## config.mk

```make
export PLATFORM = sky130hd
export DESIGN_NAME = cdf_merge
export DESIGN_NICKNAME = d
export VERILOG_FILES = /design/src/hdl/cdf_pkg.sv /design/src/hdl/cdf_merge.sv
export SDC_FILE = /design/constraint.sdc
export NUM_CORES = 1
export LEC_CHECK = 0
export BUFFER_PORTS_ARGS = -buffer_cell sky130_fd_sc_hd__buf_2
export CORE_MARGIN = 2
export CORE_UTILIZATION = 35
export DETAILED_ROUTE_END_ITERATION = 16
export SYNTH_ARGS = -nofsm -noshare
export SYNTH_HDL_FRONTEND = slang
export SYNTH_SLANG_ARGS = --single-unit
```

## constraint.sdc

```tcl
create_clock -name clock -period 5.2 [get_ports clock]
set_clock_uncertainty 0.2 [all_clocks]
set_input_delay 1.04 -clock clock [delete_from_list [all_inputs] [get_ports clock]]
set_output_delay 1.04 -clock clock [all_outputs]
set_load 0.01 [all_outputs]
```

## src/hdl/cdf_pkg.sv

```systemverilog
// cdf_pkg: shared constants and types
// for the complex decimating fir core; no dependencies
`timescale 1ns / 1ps
package cdf_pkg;
   localparam int MAX_TAPS_DEF     = 64;
   localparam int SAMPLE_WIDTH_DEF = 16;
   localparam int COEF_WIDTH_DEF   = 16;
   localparam int REG_WIDTH        = 7;
   localparam int IDX_WIDTH        = 6;
   localparam int PHASE_LIMIT      = 64;
   localparam int LANES            = 8;

   localparam logic [0:0] CMD_SAMPLE = 1'b0;
   localparam logic [0:0] CMD_COEF   = 1'b1;

   localparam logic [0:0] REG_DECIMATION = 1'b0;
   localparam logic [0:0] REG_TAP_COUNT  = 1'b1;

   localparam int ACC_WIDTH = 48;

   typedef struct packed {
      logic start;
      logic last;
   } lane_ctl_type;
endpackage

```

## src/hdl/cdf_merge.sv

```systemverilog
// cdf_merge: adds the lane sums, rounds half up, shifts and saturates
// depends on cdf_pkg
`timescale 1ns / 1ps
module cdf_merge #(
   parameter int NLANES       = cdf_pkg::LANES,
   parameter int SAMPLE_WIDTH = cdf_pkg::SAMPLE_WIDTH_DEF,
   parameter int COEF_WIDTH   = cdf_pkg::COEF_WIDTH_DEF
) (
   input  logic                                   clock,
   input  logic signed [cdf_pkg::ACC_WIDTH-1:0]   lane_acc [NLANES],
   output logic signed [SAMPLE_WIDTH-1:0]         result
);
   import cdf_pkg::*;
   logic signed [ACC_WIDTH-1:0] sum_ff, sum_in, v;
   logic signed [ACC_WIDTH-1:0] q;
   localparam logic signed [ACC_WIDTH-1:0] MAXV = ACC_WIDTH'((64'sd1 << (SAMPLE_WIDTH-1)) - 1);
   localparam logic signed [ACC_WIDTH-1:0] MINV = -MAXV - 1;

   always_comb begin
      sum_in = '0;
      for (int i = 0; i < NLANES; i++) sum_in = sum_in + lane_acc[i];
   end

   always_ff @(posedge clock) sum_ff <= sum_in;

   always_comb begin
      v = sum_ff + (ACC_WIDTH'(1) <<< (COEF_WIDTH-2));
      q = v >>> (COEF_WIDTH-1);
      if (q > MAXV)      result = MAXV[SAMPLE_WIDTH-1:0];
      else if (q < MINV) result = MINV[SAMPLE_WIDTH-1:0];
      else               result = q[SAMPLE_WIDTH-1:0];
   end
endmodule
```

# Yosys cells after proc, flatten, opt, wreduce, memory -nomap -nowiden
# Index checks and enable logic that the tools add are counted.
[word_totals] reg_bits=48 in_bits=385 output_inout_bits=16 elab_cells=13
[op_classes] addsub=8 order_cmp=2 muxes=2
[op_table] operator="adder 48 bit" count=7
[op_table] operator="adder 48 x 16 -> 48 bit (second input constant)" count=1
[op_table] operator="> comparator 33 x 16 -> 1 bit (second input constant)" count=1
[op_table] operator="< comparator 33 x 16 -> 1 bit (second input constant)" count=1
[op_table] operator="two-way mux 16 bit" count=2

# Longest topological paths before layout
[depth] ltp_word=7 depth_mapped=18 mapped_depth_nobuf=18

# Worst setup path before layout
# OpenSTA, ideal clock, no wires.
[synth_path] kind="input-to-reg" from="input lane_acc[22] (netlist bit)" to="register sum_ff[41]" setup_ns=0.072 arrival_time_ns=5.398 required_time_ns=4.928 setup_slack_ns=-0.470 stages=18 path_buffers=0 cell_sequence="inv_1 > fa_1 > inv_1 > fa_1 > fa_1 > inv_1 > fa_1 > inv_1 > ha_1 > a21oi_1 > o21ai_0 > a32o_1 > o31ai_1 > a211oi_1 > or3_1 > a21o_1 > a21oi_1 > xnor2_1"
[synth_between] elab_chain_cells=1
[synth_lines] item="start, declared" line_no="cdf_merge.sv:10" source="input logic signed [cdf_pkg::ACC_WIDTH-1:0] lane_acc [NLANES],"
[synth_lines] item="adder 48 bit" line_no="cdf_merge.sv:21" source="for (int i = 0; i < NLANES; i++) sum_in = sum_in + lane_acc[i];"
[synth_lines] item="named net sum_in[41]" line_no="cdf_merge.sv:14" source="logic signed [ACC_WIDTH-1:0] sum_ff, sum_in, v;"
[synth_lines] item="end signal, assigned" line_no="cdf_merge.sv:24" source="always_ff @(posedge clock) sum_ff <= sum_in;"
[synth_lines] item="end, declared" line_no="cdf_merge.sv:14"
# The timed path passes the listed nets, and every way through them passes these cells.

# Worst setup path after layout
[layout_path] from="input lane_acc[99] (netlist bit)" to="register sum_ff[44]"
[layout_between] elab_chain_cells=3
[layout_lines] item="adder 48 bit (3 in a row)" line_no="cdf_merge.sv:21"
[layout_lines] item="named net sum_in[44]" line_no="cdf_merge.sv:14"
# The timed path passes the listed nets, and every way through them passes these cells.

==> results.txt <==
H-tree level count - 2
n_diodes - 0
register area - 680.7 sq um
worst vdd ir - 443.9 uV
final hold violations - 0
largest net degree at the start of global routing - 16
cell count after synthesis - 1380
post-route cell area - 15990 sq um
Sink Count - 34
min-delay src - lane_acc[47]
max cap viols - 0
DRC Markers - 0
final wirelength - 27.04 mm
max FFs per register - 34
top cell type's share of synthesized area - 0.4741
drt wl/cell - 11.61 um
Rel. slew slack - 0.5349
vias in the first global route - 10792
largest cells by area after synthesis - fa_1, inv_1, dfxtp_1
Worst Max-Slew Pin Slew - 0.6913 ns
port buffer count - 400
#FFs+latches synth - 34
root buffer cell - clkbuf_16
GPL Wtd Cong - 0.8728
share of post-route cells with drive strength above 1 - 0.3514
initial antenna violation count - 0
Starting Density - 0.3577
Regs by FF count - sum_ff x34
setup violators final - 15
die width - 186.8 um
Die H - 186.8 um
sequential fraction of the synthesis area - 0.05819
Post-Synthesis Cell Area - 11700 sq um
GR Overflow Total - 0
Leakage - 9.157 nW
area of the multi-input gates - 9326 sq um
Crit Path Category - input port to flop
Top reg by flops - sum_ff
ANT nets after route - 0
Max Slew Vio Count - 0
TritonRoute pass-1 iters - 5
fin crit share - 1.047
fmax - 183.7 MHz
failing checks - negative setup slack
WHS Endpoint - sum_ff[47]$_DFF_P_
unrepaired setup endpoints after global routing - yes
standard-cell rows - 66
most frequent cell after synthesis - inv_1
CTS Buffer Depth - 2
detailed-route via count - 9897
worst min path class - input port to flop
Min Clock Period, post-route - 5.443 ns
DR vias/cell - 4.249
die area - 34900 sq um
fillers - 3246
Yosys top cell by area - fa_1
Cell Area, Placed - 15320 sq um
All-Layer GR Usage - 0.1614
WP data arrival - 5.45 ns
CTS Buf Count - 5
first-pass GRT wire length - 47.18 mm
top_reg_cell synth - dfxtp_1
# IOs - 401
hold path depth - 7
critical path fanouts, max - 4
run status - finished, violations left
Crit path required time - 5.21 ns
P per Cell Area - 760.5 nW/um^2
Syn Area/Cell - 8.476 sq um
CTS tree - yes
synth unique cells - 65
Core ar. - 32700 sq um
Async S/R FF share, synth - 0
Worst-path clk slew - 0.06 ns
Total Neg Setup Slack - -1.933 ns
Syn Nets - 2090
Commonest cells post-synth - inv_1, fa_1, a21oi_1, ha_1, nand2_1
Worst setup EP type - flop
Post-synth EDFFs - 0
synthesis-to-layout area growth - 36.72%
hpwl dp - 25.40 mm
Iter 0 DRT Violations - 265
net count reported at finish - 2597
warning count from the yosys run - 0
Worst setup SP type - input port
Final WS setup - -0.2435 ns
power breakdown:
| group | total [W] | switching, W | internal (W) | leakage, nW |
|---|---|---|---|---|
| clock network | 0.000278 | 0.000105 | 0.000173 | 0.0694 |
| logic | 0.0112 | 0.00551 | 0.00570 | 8.80 |
| registers | 0.000681 | 0.000173 | 0.000508 | 0.287 |
per-stage QoR:
stage / total power, W / util / hold WS, ns / instances / worst slack (ns)
after global placement: 0.01035 / 0.4685 / 1.478 / 2307 / -0.5421
after floorplan: 0.007189 / - / 1.281 / 1380 / -0.1844
after global routing: 0.01358 / 0.4891 / 1.464 / 2329 / -0.4153
after CTS: 0.01153 / 0.4816 / 1.409 / 2321 / -0.2356
final: 0.01216 / 0.4891 / 1.397 / 2329 / -0.2435
after detailed placement: 0.01045 / 0.4685 / 1.473 / 2307 / -0.6164
routing by layer:
| metal | track usage | wire length, um |
|---|---|---|
| met3 | 0.009756 | 1116 |
| met5 | 0 | 0 |
| met1 | 0.2024 | 11380 |
| met4 | 0.03236 | 443 |
| met2 | 0.3057 | 14100 |
critical path: stages:
cell and delay [ns]:
buf_6 0.07, inv_2 0.03, fa_1 0.57, inv_2 0.05
fa_2 0.47, fa_2 0.55, fa_2 0.45, ha_4 0.28
nand3_2 0.07, o211ai_1 0.23, a221oi_2 0.08, buf_4 0.17
buf_6 0.11, a21o_4 0.22, a211oi_4 0.33, nor3_4 0.11
o31ai_2 0.31, buf_4 0.16, xor2_1 0.14
what timing repair did:
| item | CTS | global route |
|---|---|---|
| setup buffers | 9 | 9 |
| hold buffers | 0 | 0 |
| resized for setup | 54 | 51 |
| pin swaps | 49 | 57 |
| hold endpoints to repair | 0 | 0 |
| setup endpoints to repair | 24 | 27 |
cells by family after synthesis:
logic type / count (synthesis) / synth area share
flops: 34 / 0.05819
xor+xnor: 59 / 0.04482
compound gates: 155 / 0.08621
buf+inv: 647 / 0.2090
fa+ha+maj: 325 / 0.5254
mux: 2 / 0.001818
simple gates: 158 / 0.07455
cell type report:
| type | count | area share |
|---|---|---|
| well taps | 442 | 0.03458 |
| repair buffers | 507 | 0.1796 |
| multi-input cells | 699 | 0.5832 |
| clock inverters | 2 | 0.0006259 |
| flip-flops and latches | 34 | 0.04256 |
| inverters | 640 | 0.1516 |
| clock buffers | 5 | 0.007824 |
how the worst max path moves through the flow:
stage,from,to,slack (ns),depth (start not counted)
after floorplan,lane_acc[259],sum_ff[41]$_DFF_P_,-0.18,18
final,lane_acc[99],sum_ff[44]$_DFF_P_,-0.24,19
after detailed placement,lane_acc[244],sum_ff[32]$_DFF_P_,-0.62,19
after global placement,lane_acc[17],sum_ff[44]$_DFF_P_,-0.54,19
after CTS,lane_acc[102],sum_ff[47]$_DFF_P_,-0.24,19
after global routing,lane_acc[3],sum_ff[32]$_DFF_P_,-0.42,19
cells in the final DEF, fill, tap and decap left out, types with 12 or more instances in the layout:
cell,instances
o21ai_0,25
fa_2,12
inv_1,615
a21oi_2,12
buf_6,12
xor2_1,27
fa_1,265
o21ai_2,17
nand3_1,14
a21o_1,12
inv_2,21
ha_1,23
nor2_1,24
a21oi_1,30
xnor2_1,30
buf_4,100
nand2_1,34
dfxtp_1,34
buf_2,394
nand4_1,17
ha_4,25
(Power assumes the default switching activity.)
