$ cat config.mk
export PLATFORM = sky130hd
export DESIGN_NAME = cdf_lane
export DESIGN_NICKNAME = d
export VERILOG_FILES = /design/src/hdl/cdf_pkg.sv /design/src/hdl/cdf_lane.sv
export SDC_FILE = /design/constraint.sdc
export NUM_CORES = 2
export LEC_CHECK = 0
export ABC_AREA = 1
export BUFFER_PORTS_ARGS = -buffer_cell sky130_fd_sc_hd__buf_2
export CAP_MARGIN = 20
export CORE_MARGIN = 2
export CORE_UTILIZATION = 52
export DETAILED_ROUTE_END_ITERATION = 6
export GPL_TIMING_DRIVEN = 0
export MAX_ROUTING_LAYER = met4
export PLACE_DENSITY = 0.69
export SYNTH_ARGS = -nofsm -noshare
export SYNTH_HDL_FRONTEND = slang
export SYNTH_SLANG_ARGS = --single-unit
export TNS_END_PERCENT = 1
$ cat constraint.sdc
create_clock -name clock -period 6.8 [get_ports clock]
set_clock_uncertainty 0.2 [all_clocks]
set_input_delay 0.68 -clock clock [delete_from_list [all_inputs] [get_ports clock]]
set_output_delay 0.68 -clock clock [all_outputs]
set_load 0.005 [all_outputs]
$ cat src/hdl/cdf_pkg.sv
// cdf_pkg: shared constants and types
// for the complex decimating fir core; no dependencies
`timescale 1ns / 1ps
package cdf_pkg;
   localparam int MAX_TAPS_DEF     = 64;
   localparam int SAMPLE_WIDTH_DEF = 16;
   localparam int COEF_WIDTH_DEF   = 16;
   localparam int REG_WIDTH        = 7;
   localparam int IDX_WIDTH        = 6;
   localparam int PHASE_LIMIT      = 64;
   localparam int LANES            = 8;

   localparam logic [0:0] CMD_SAMPLE = 1'b0;
   localparam logic [0:0] CMD_COEF   = 1'b1;

   localparam logic [0:0] REG_DECIMATION = 1'b0;
   localparam logic [0:0] REG_TAP_COUNT  = 1'b1;

   localparam int ACC_WIDTH = 48;

   typedef struct packed {
      logic start;
      logic last;
   } lane_ctl_type;
endpackage

$ cat src/hdl/cdf_lane.sv
// cdf_lane: one multiply-accumulate lane for i and q with shared coefficient
// depends on cdf_pkg
`timescale 1ns / 1ps
module cdf_lane #(
   parameter int SAMPLE_WIDTH = cdf_pkg::SAMPLE_WIDTH_DEF,
   parameter int COEF_WIDTH   = cdf_pkg::COEF_WIDTH_DEF
) (
   input  logic                                 clock,
   input  cdf_pkg::lane_ctl_type                ctl,
   input  logic                                 tap_en,
   input  logic signed [COEF_WIDTH-1:0]         coef,
   input  logic signed [SAMPLE_WIDTH-1:0]       x_re,
   input  logic signed [SAMPLE_WIDTH-1:0]       x_im,
   output logic signed [cdf_pkg::ACC_WIDTH-1:0] acc_re,
   output logic signed [cdf_pkg::ACC_WIDTH-1:0] acc_im
);
   import cdf_pkg::*;
   localparam int PW = SAMPLE_WIDTH + COEF_WIDTH;
   logic signed [PW-1:0] prod_re_ff, prod_im_ff;
   logic signed [PW-1:0] prod_re_in, prod_im_in;
   logic                 start_ff;
   logic signed [ACC_WIDTH-1:0] acc_re_ff, acc_im_ff;

   assign prod_re_in = tap_en ? PW'(coef * x_re) : '0;
   assign prod_im_in = tap_en ? PW'(coef * x_im) : '0;

   always_ff @(posedge clock) begin
      prod_re_ff <= prod_re_in;
      prod_im_ff <= prod_im_in;
      start_ff   <= ctl.start;
      if (start_ff) begin
         acc_re_ff <= ACC_WIDTH'(prod_re_ff);
         acc_im_ff <= ACC_WIDTH'(prod_im_ff);
      end else begin
         acc_re_ff <= acc_re_ff + ACC_WIDTH'(prod_re_ff);
         acc_im_ff <= acc_im_ff + ACC_WIDTH'(prod_im_ff);
      end
   end

   assign acc_re = acc_re_ff;
   assign acc_im = acc_im_ff;
endmodule

* After elaboration in Yosys (flattened, before gate mapping) *
Index checks and enable logic that the tools add are counted.

operators by class
  $add $sub $neg = 2
  multiply operators = 2
  multiplexer cells = 2

operators with widths
  operator                      count
  adder 48 x 32 -> 48 bit       2
  2-to-1 mux 48 bit             2
  multiplier 16 x 16 -> 32 bit  2

storage, ports and cells
  bits in registers = 161
  output and inout bits = 96
  logic and storage cells = 11

* Logic depth before layout (Yosys ltp) *
  word-level depth = 2
  mapped depth = 29

* Worst setup path before layout *
Ideal clock, no wire load.

  path kind = input-to-reg
  start = input port x_im[5]
  end = register prod_im_ff[27]
  setup time = 113 ps
  data arrival time = 5767 ps
  data required time = 6487 ps
  setup slack = 720 ps
  cell stages on the path = 22
  buffers on the path = 2
  cell sequence = clkbuf_1 -> clkbuf_1 -> nand2_1 -> fa_1 -> inv_1 -> fa_1 -> fa_1 -> fa_1 -> fa_1 -> inv_1 -> fa_1 -> inv_1 -> ha_1 -> nand2_1 -> nor2_1 -> inv_1 -> nor3_1 -> nand3_1 -> nand3_1 -> nand2_1 -> nand2_1 -> nor2_1

between the ends
  longest elaborated chain between the ends = 1

RTL lines
  element                       RTL line        source
  from (decl)                   cdf_lane.sv:13  input logic signed [SAMPLE_WIDTH-1:0] x_im,
  multiplier 16 x 16 -> 32 bit  cdf_lane.sv:25  assign prod_im_in = tap_en ? PW'(coef * x_im) : '0;
  to (signal assigned)          cdf_lane.sv:29  prod_im_ff <= prod_im_in;
  to (decl)                     cdf_lane.sv:19  logic signed [PW-1:0] prod_re_ff, prod_im_ff;

Every way passes these cells.
A chain may end at the register's enable or synchronous reset.

* Final worst setup path *
  start = input port x_re[7]
  end = register prod_re_ff[31]

between the ends
  longest elaborated chain between the ends = 1

RTL lines
  element                       RTL line        source
  from (decl)                   cdf_lane.sv:12  input logic signed [SAMPLE_WIDTH-1:0] x_re,
  multiplier 16 x 16 -> 32 bit  cdf_lane.sv:24  assign prod_re_in = tap_en ? PW'(coef * x_re) : '0;
  to (signal assigned)          cdf_lane.sv:28  prod_re_ff <= prod_re_in;
  to (decl)                     cdf_lane.sv:19

Every way passes these cells.

==> impl_metrics.env <==
export IMPL_fin_util=0.563
export IMPL_first_global_vias=30925
export IMPL_dp_cells=6101
export IMPL_fin_ws_ps=254
export IMPL_cts_buffers=17
export IMPL_insertion_delay_ps=460
export IMPL_finalHoldViolCount=0
export IMPL_grt_setup_unrepaired="true"
export IMPL_nFillCells=6575
export IMPL_crit_fanout=10
export IMPL_synth_edff_count=0
export IMPL_core_area_sq_um=64700
export IMPL_ys_seq_elements=161
export IMPL_whs_path_depth=1
export IMPL_cp_required_ps=6950
export IMPL_clockBufferDepth=2
export IMPL_ys_flop_type="dfxtp_1"
export IMPL_synth_area_top_cells="fa_1 31%, nand2_1 19%, inv_1 15%, ha_1 9.5%, dfxtp_1 9.5%"
export IMPL_dp_hpwl_microns=88700
export IMPL_synthCells=5131
export IMPL_fmax_ghz=0.153
export IMPL_drive_above_1_share=0.0517
export IMPL_worstHoldEndpoint="start_ff"
export IMPL_status="finished clean"
export IMPL_arrival_ps=6690
export IMPL_worstReg2RegStart="prod_re_ff[31]"
export IMPL_async_flop_share=0
export IMPL_cts_clk_slew_worst_paths_ps=80
export IMPL_vias=31335
export IMPL_yosys_cell_types_count=37
export IMPL_detail_route_vias_per_cell=5.11
export IMPL_tightestPinTransition_ps=1020
export IMPL_antenna_found_initial=5
export IMPL_yosysWarnings=0
export IMPL_holdBufCountCts=0
export IMPL_initial_core_util=0.527
export IMPL_cts_sinks=161
export IMPL_avgRoutedWirePerCell_microns=16.8
export IMPL_grt_pass1_wl_microns=163000
export IMPL_stdcell_count=6138
export IMPL_syn_area_sq_um=34100
export IMPL_rows=93
export IMPL_drt_pass1_iter_count=6
export IMPL_gp_congestion=0.999
export IMPL_grt_use_total=0.322
export IMPL_drv_cap=0
export IMPL_cts_setup_buffers=0
export IMPL_seqCellArea_sq_um=3220
export IMPL_preCtsSetupSlack_ps=-686
export IMPL_worstSetupPathType="in2reg"
export IMPL_synthesis_nets=5967
export IMPL_syn2layout_area_growth_pct=6.73
export IMPL_period_share=0.963
export IMPL_r2r_cells=10
export IMPL_ios=148
export IMPL_chipWidth_microns=260
export IMPL_reg2reg_to="acc_re[39]"
export IMPL_die_area_sq_um=67600
export IMPL_avgSynthCellArea_sq_um=6.65
export IMPL_hold_start="ctl[1]"
export IMPL_finalMaxSlewViolations=0
export IMPL_holdWs_ps=119
export IMPL_finalSetupViolCount=0
export IMPL_endpoint_kind="flop"
export IMPL_multi_input_area_sq_um=25300
export IMPL_tritoncts="yes"
export IMPL_yosysTopAreaCell="fa_1"
export IMPL_numPortBuffers=115
export IMPL_dieHeight_microns=260
export IMPL_drt_iter0_drc=2749
export IMPL_root_buffer="clkbuf_16"
export IMPL_synth_top_area_share=0.309
export IMPL_max_slew_margin=0.319
export IMPL_drc=0
export IMPL_start_kind="input port"
export IMPL_htree_levels=4
export IMPL_worstHoldPathType="in2reg"
export IMPL_seq_area_frac_synth=0.0945
export IMPL_crit_path_start="x_re[7]"
export IMPL_fin_crit_ps=6550
export IMPL_rrSetupSlack_ps=3950
export IMPL_postRouteAntennaNets=0
export IMPL_grt_max_degree=19
export IMPL_drt_wl_total_microns=103000
export IMPL_num_nets_final=6101
export IMPL_grt_overflow_total=0
## cells in the mapped netlist, drive strengths merged (10+ instances only)
master and count:
a21o 10, a21oi 163, buf 10, clkbuf 127, dfxtp 161, fa 526, ha 258, inv 1357
nand2 1732, nand3 208, nand3b 15, nand4 47, nor2 306, nor3 26, o21a 20, o21ai 73
o21bai 14, or2 34, xnor2 13, xor2 21
## kinds of logic (layout without fill, tap and decap cells)
family,count (synthesis),count (layout),synth area share
simple gates,2372,2372,0.283
buf+inv,1494,1641,0.165
fa+ha+maj,784,784,0.403
compound gates,286,286,0.0459
flops,161,161,0.0945
xor+xnor,34,34,0.00873
other cells,0,5,0
## per-layer routing
| metal | wire [microns] | part of all wire | vias up | global-route usage |
|---|---|---|---|---|
| li1 | - | - | 15187 | - |
| met1 | 43800 | 0.42 | 14727 | 0.421 |
| met2 | 47500 | 0.46 | 1198 | 0.517 |
| met3 | 7680 | 0.074 | 223 | 0.0319 |
| met4 | 4240 | 0.041 | 0 | 0.122 |
| met5 | 0 | 0 | - | - |
## stage by stage
step,TNS (ps),instance area (sq um)
after floorplan,0,34100
after global placement,-5570,35700
after detailed placement,-5360,35700
after CTS,0,36400
after global routing,-0.839,36400
final,0,36400
## how the worst max path moves through the flow
stage	endpoint	slack, ps	cells after the start
floorplan	prod_im_ff[27]	720	22
global placement	prod_im_ff[31]	-680	23
detailed placement	prod_im_ff[31]	-690	23
CTS	prod_re_ff[31]	2	21
global route	prod_im_ff[29]	-0.8	21
finish	prod_re_ff[31]	250	21
## critical path, cell delays in order
cell and delay (ps):
clkbuf_1 420, clkbuf_1 520, nand2_1 170, fa_1 570, inv_1 50, fa_1 430
fa_1 490, inv_1 50, fa_1 560, fa_1 430, fa_1 480, inv_1 40
ha_1 330, a21oi_1 190, a21boi_0 400, o211ai_1 280, nand2_1 120, nand2_1 70
nand2_1 70, nand2_1 60, nor2_2 280
## state kept, by name, indices dropped and copies added, names as in the netlist
| name | flops |
|---|---|
| acc_im | 48 |
| acc_re | 48 |
| prod_im_ff | 32 |
| prod_re_ff | 32 |
| start_ff | 1 |
## cell type report
| cell class | instances | area share |
|---|---|---|
| clock buffers | 18 | 0.0121 |
| plain buffers | 137 | 0.0151 |
| repair buffers | 115 | 0.0158 |
| well taps | 855 | 0.0294 |
| inverters | 1357 | 0.140 |
| diodes | 5 | 0.000344 |
| clock inverters | 14 | 0.00454 |
| multi-input cells | 3476 | 0.694 |
| flip-flops and latches | 161 | 0.0886 |
## placed cells by master (no fill, tap or decap), types with 34 or more instances in the layout
cell type and count:
a21oi_1 163, nand2_1 1717, nand4_1 47, fa_1 525, buf_2 121, o21ai_0 71
inv_1 1348, clkbuf_1 108, nand3_1 202, nor2_1 269, nor2_2 34, ha_1 258
dfxtp_1 161
## repair_timing
action | in CTS | in global routing
pin swaps | 0 | 0
gates resized for setup | 6 | 30
setup endpoints to repair | 3 | 9
Power is left out: the tool's default activity adds up to more than one toggle a clock period on the data nets, which glitch-free logic cannot reach.
